--- config.mk ---
export PLATFORM = sky130hd
export DESIGN_NAME = hndm_merge
export DESIGN_NICKNAME = d
export VERILOG_FILES = /design/src/hw/rtl/hamming_nearest_descriptor_match_unit_macros.svh /design/src/hw/rtl/hndm_pkg.sv /design/src/hw/rtl/hndm_merge.sv
export SDC_FILE = /design/constraint.sdc
export NUM_CORES = 1
export LEC_CHECK = 0
export BUFFER_PORTS_ARGS = -buffer_cell sky130_fd_sc_hd__buf_2
export CORE_MARGIN = 4
export CORE_UTILIZATION = 30
export DETAILED_ROUTE_END_ITERATION = 10
export SYNTH_ARGS = -nofsm -noshare
export SYNTH_HDL_FRONTEND = slang
export SYNTH_SLANG_ARGS = --single-unit
--- constraint.sdc ---
create_clock -name clk -period 12.46 [get_ports clk]
set_input_delay 2.492 -clock clk [delete_from_list [all_inputs] [get_ports clk]]
set_output_delay 2.492 -clock clk [all_outputs]
set_load 0.02 [all_outputs]
--- src/hw/rtl/hamming_nearest_descriptor_match_unit_macros.svh ---
// Assertion macros for the Hamming descriptor matcher.
// Used by files that assert; they expect clk and rst_n in scope.
`ifndef HAMMING_NEAREST_DESCRIPTOR_MATCH_UNIT_MACROS_SVH
`define HAMMING_NEAREST_DESCRIPTOR_MATCH_UNIT_MACROS_SVH

// Checked only while the block is out of reset.
`define HNDM_ASSERT(label, prop, msg) \
  label: assert property (@(posedge clk) disable iff (!rst_n) prop) else $error(msg);

// Checked at every edge, reset included.
`define HNDM_ASSERT_ALWAYS(label, prop, msg) \
  label: assert property (@(posedge clk) prop) else $error(msg);

`endif

--- src/hw/rtl/hndm_pkg.sv ---
// Shared types, constants and popcount helpers for the Hamming descriptor matcher.
// No dependencies; every other file of the block but the macro header imports this package.
`timescale 1ns / 1ps

package hndm_pkg;

  // Table geometry. TABLE_DEPTH must be a multiple of NUM_LANES.
  localparam int TABLE_DEPTH = 1024;
  localparam int NUM_LANES   = 4;
  localparam int LANE_BITS   = $clog2(NUM_LANES);
  localparam int BANK_DEPTH  = TABLE_DEPTH / NUM_LANES;
  localparam int ROW_W       = $clog2(BANK_DEPTH);
  localparam int CNT_W       = $clog2(TABLE_DEPTH + 1);

  // Depth of the lane pipeline: bank read, per-word popcount, word sum.
  localparam int LANE_LAT    = 3;

  // Descriptor and field widths.
  localparam int DESC_WORDS = 4;
  localparam int WORD_W     = 64;
  localparam int WCNT_W     = 7;
  localparam int DIST_W     = 9;
  localparam int COORD_W    = 12;
  localparam int ID_W       = 16;
  localparam int REQ_W      = 2;

  localparam logic [DIST_W-1:0] NO_DISTANCE = 9'd511;
  localparam logic [DIST_W-1:0] MAX_DISTANCE = 9'd256;

  // Request codes.
  localparam logic [REQ_W-1:0] REQ_CLEAR = 2'd0;
  localparam logic [REQ_W-1:0] REQ_LOAD  = 2'd1;
  localparam logic [REQ_W-1:0] REQ_QUERY = 2'd2;

  typedef logic [DESC_WORDS-1:0][WORD_W-1:0] desc_t;

  typedef struct packed {
    logic [COORD_W-1:0] x;
    logic [COORD_W-1:0] y;
    logic [ID_W-1:0]    id;
  } entry_t;

  typedef struct packed {
    logic [DIST_W-1:0] ham_dist;
    entry_t            entry;
  } lane_res_t;

  // Travels beside a table row through the lane pipeline.
  typedef struct packed {
    logic                 vld;
    logic                 last;
    logic [NUM_LANES-1:0] lane_ok;
  } scan_tag_t;

  function automatic logic [3:0] popcount8(input logic [7:0] v);
    logic [3:0] n;
    n = '0;
    for (int i = 0; i < 8; i++) begin
      n = n + {3'b000, v[i]};
    end
    return n;
  endfunction

  // Balanced tree: byte counts, then pairs, quads and the final sum.
  function automatic logic [WCNT_W-1:0] popcount64(input logic [63:0] v);
    logic [3:0] c8 [8];
    logic [4:0] c16 [4];
    logic [5:0] c32 [2];
    for (int i = 0; i < 8; i++) begin
      c8[i] = popcount8(v[8*i +: 8]);
    end
    for (int i = 0; i < 4; i++) begin
      c16[i] = {1'b0, c8[2*i]} + {1'b0, c8[2*i+1]};
    end
    for (int i = 0; i < 2; i++) begin
      c32[i] = {1'b0, c16[2*i]} + {1'b0, c16[2*i+1]};
    end
    return {1'b0, c32[0]} + {1'b0, c32[1]};
  endfunction

endpackage

--- src/hw/rtl/hndm_merge.sv ---
// Merging stage: picks the best lane of a row, then folds it into the running best.
// Depends on hndm_pkg.
`timescale 1ns / 1ps

module hndm_merge import hndm_pkg::*; (
  input  logic              clk,
  input  logic              rst_n,
  input  logic              start,
  input  scan_tag_t         tag,
  input  lane_res_t         lane_res [NUM_LANES],
  output lane_res_t         best,
  output logic              found,
  output logic              done
);

  lane_res_t cand;
  logic      cand_found;

  lane_res_t cand_r;
  logic      cand_found_r;
  logic      cand_vld_r;
  logic      cand_last_r;
  lane_res_t best_r;
  logic      found_r;
  logic      done_r;

  // Ascending lane order with a strict compare keeps the lowest index on ties.
  always_comb begin
    cand.ham_dist = NO_DISTANCE;
    cand.entry    = '0;
    cand_found    = 1'b0;
    for (int l = 0; l < NUM_LANES; l++) begin
      if (tag.lane_ok[l] && (lane_res[l].ham_dist < cand.ham_dist)) begin
        cand       = lane_res[l];
        cand_found = 1'b1;
      end
    end
  end

  always_ff @(posedge clk) begin
    if (!rst_n) begin
      cand_vld_r  <= 1'b0;
      cand_last_r <= 1'b0;
    end else begin
      cand_vld_r  <= tag.vld;
      cand_last_r <= tag.last;
    end
    cand_r       <= cand;
    cand_found_r <= cand_found;
  end

  always_ff @(posedge clk) begin
    if (!rst_n) begin
      found_r         <= 1'b0;
      done_r          <= 1'b0;
      best_r.ham_dist <= NO_DISTANCE;
    end else begin
      done_r <= cand_vld_r && cand_last_r;
      if (start) begin
        found_r         <= 1'b0;
        best_r.ham_dist <= NO_DISTANCE;
        best_r.entry    <= '0;
      end else if (cand_vld_r && cand_found_r && (cand_r.ham_dist < best_r.ham_dist)) begin
        found_r <= 1'b1;
        best_r  <= cand_r;
      end
    end
  end

  assign best  = best_r;
  assign found = found_r;
  assign done  = done_r;

endmodule
==> flow_metrics.tcl <==
set metrics [dict create \
    status "finished, final reports clean" \
    synth_edf_count 40 \
    detail-route-antenna-nets 0 \
    min_period_over_period_pct 72.28 \
    layout-drive-gt1-share_pct 44.35 \
    finClkSkew_ns 0.01059 \
    rows 50 \
    yosysWarnings 0 \
    netlist_area_um2 5720 \
    drt_wl_total_mm 15.99 \
    drt_iter0_drc 189 \
    drv_cap 0 \
    min_period_ns 9.006 \
    route.detailed.drc 0 \
    initial_utilization_pct 30.58 \
    synthMuxAreaShare_pct 19.07 \
    synthCells 579 \
    final_common_cell "buf_2" \
    clk_pin_slew_worst_paths_ns 0.08 \
    syn_nets 813 \
    power_density_nw_per_um2 138.0 \
    hpwl_mm 12.13 \
    setup_viol 0 \
    p_leak_nw 3.690 \
    boundaryPins 256 \
    crit_path_start_kind "input pin" \
    grt_max_degree 59 \
    synth-simple-area-share_pct 13.69 \
    clock_sinks 103 \
    clockRootBuffer "clkbuf_16" \
    synthAdderAreaFrac_pct 6.343 \
    async_reset_ff_share_pct 0 \
    synth_top_family_by_area "multiplexers" \
    post_cts_buffers 0 \
    vias 4857 \
    arrival_ns 9.25 \
    synth_xor_area_share_pct 0 \
    core_um2 18710 \
    viasPerCell 4.595 \
    yosys_most_used_dff "dfxtp_1" \
    hold_viol 0 \
    gp_congestion 0.8249 \
    slew_headroom_pct 27.41 \
    numPortBuffers 255 \
    cts_resized 0 \
    synth_compound_area_share_pct 10.30 \
    cts.htree.levels 3 \
    ff2ff_setup_slack_ns 9.53 \
    grt_pass1_vias 4656 \
    area_delta_synth_final_pct 31.04 \
    grt_first_pass_wirelength_mm 24.92 \
    antenna_found_initial 1 \
    postCtsHoldBufs 0 \
    die_w_um 146.1 \
    drv_slew 0 \
    nNetsFinal 1052 \
    die_area_um2 21340 \
    crit_fanout 58 \
    final_area_um2 7496 \
    syn_avg_cell_area_um2 9.880 \
    clk-insertion-delay-late_ns 0.35 \
    tightest_slew_ns 1.089 \
    synth-seq-cells 103 \
    ys_seq_area_share_pct 43.04 \
    max_freq_ghz 0.1110 \
    grt_usage_pct 14.63 \
    synth_cell_types 44 \
    rsz0062_at_grt "false" \
    fin_setup_tns_ns 0 \
    grt_overflow 0 \
    numCtsBuffers 9 \
    final_cell_mix "255 x buf_2, 83 x mux2_2, 75 x inv_1, 63 x dfxtp_1, 51 x o21ai_0" \
    clock_path_buffers 2 \
    ir_worst_vdd_v 0.00005842 \
    dieHeight_um 146.1 \
    cts_tree "yes" \
    crit_path_end_kind "flop" \
    critPathRequiredTime_ns 12.70 \
    crit_type "input pin to flop" \
    dr.pass1.iters 6 \
    placed_area_um2 7217 \
    avgRoutedWirePerCell_um 15.13 \
    n_antenna_cell 0 \
    min_path_type "flop to flop" \
]
final timing paths:
kind	from	end	depth (start not counted)
setup / recovery	tag[0]	cand_r[22]	24
hold reg to reg	cand_last_r	done	1
setup reg to reg	best[41]	best[38]	9
hold / removal	cand_last_r	done	1
cells in the mapped netlist (all sizes together) (7+ instances only):
master / instances / area (µm²)
edfxtp: 40 / 1201
nor2: 16 / 60.06
a21o: 7 / 52.55
inv: 76 / 285.3
nor2b: 45 / 281.5
o21ai: 53 / 269.0
clkbuf: 19 / 71.32
buf: 13 / 75.07
mux2i: 10 / 100.1
ha: 29 / 362.9
a21oi: 7 / 38.79
mux2: 88 / 990.9
nand3: 50 / 250.2
dfxtp: 63 / 1261
nand2: 13 / 48.80
o211ai: 10 / 75.07
cells by family after synthesis:
logic type | after synthesis
and+or+nand+nor | 146
muxes | 98
buffers and inverters | 108
adders and majority gates | 29
DFF | 103
AOI/OAI and AO/OA | 95
flip-flops by register name, summed over array words and instances (netlist names):
name,cells
cand_r,49
cand_last_r,1
done,1
found,1
best,49
cand_vld_r,1
cand_found_r,1
worst max-delay path, cell delays in order:
cell and delay [ns]:
buf_2 0.14, inv_2 0.13, nor2_1 0.09, ha_1 0.29, and4_1 0.25, o211ai_1 0.17
o21ai_4 0.78, buf_4 0.57, o21ai_0 0.24, ha_1 0.37, o2111a_1 0.20, a311oi_1 0.07
a32oi_4 0.91, mux2_1 0.42, ha_1 0.19, a21o_1 0.17, a21o_1 0.17, a21oi_1 0.13
o21ai_0 0.10, a31o_2 0.26, nor2_1 0.17, a21oi_4 0.07, buf_4 0.35, mux2_2 0.38
layout make-up:
type | instances | area [µm²]
inverter | 76 | 285.3
fill | 1897 | 11210
multi-input combinational | 368 | 2863
clock buffer | 10 | 229.0
sequential | 103 | 2462
tap | 234 | 292.8
clock inverter | 6 | 50.05
timing repair buffer | 260 | 1314
report_power, final:
group	switching [mW]	internal, mW	total, mW
Sequential	0.0173	0.420	0.437
Clock	0.130	0.139	0.269
Combinational	0.170	0.158	0.328
layer usage:
layer  up-vias  GRT usage, %  part of all wire (%)
li1       2487             -                     -
met5         -             0                 0.044
met1      2182         18.43                    43
met3        23         4.097                   7.1
met2       163         24.28                    48
met4         2         4.845                   1.8
metrics by stage:
step | cells | hold slack, ns | power, mW | util (%) | setup WS, ns
after global placement | 1041 | 0.4354 | 0.7728 | 38.58 | 3.242
after detailed placement | 1041 | 0.4402 | 0.7783 | 38.58 | 3.014
after global routing | 1057 | 0.4908 | 1.103 | 40.07 | 2.908
final | 1057 | 0.4527 | 1.035 | 40.07 | 3.454
after floorplan | 579 | 0.4290 | 0.6735 | - | 4.718
after CTS | 1057 | 0.4573 | 1.053 | 40.07 | 3.384
No activity file was read; power rests on OpenSTA's default activity.
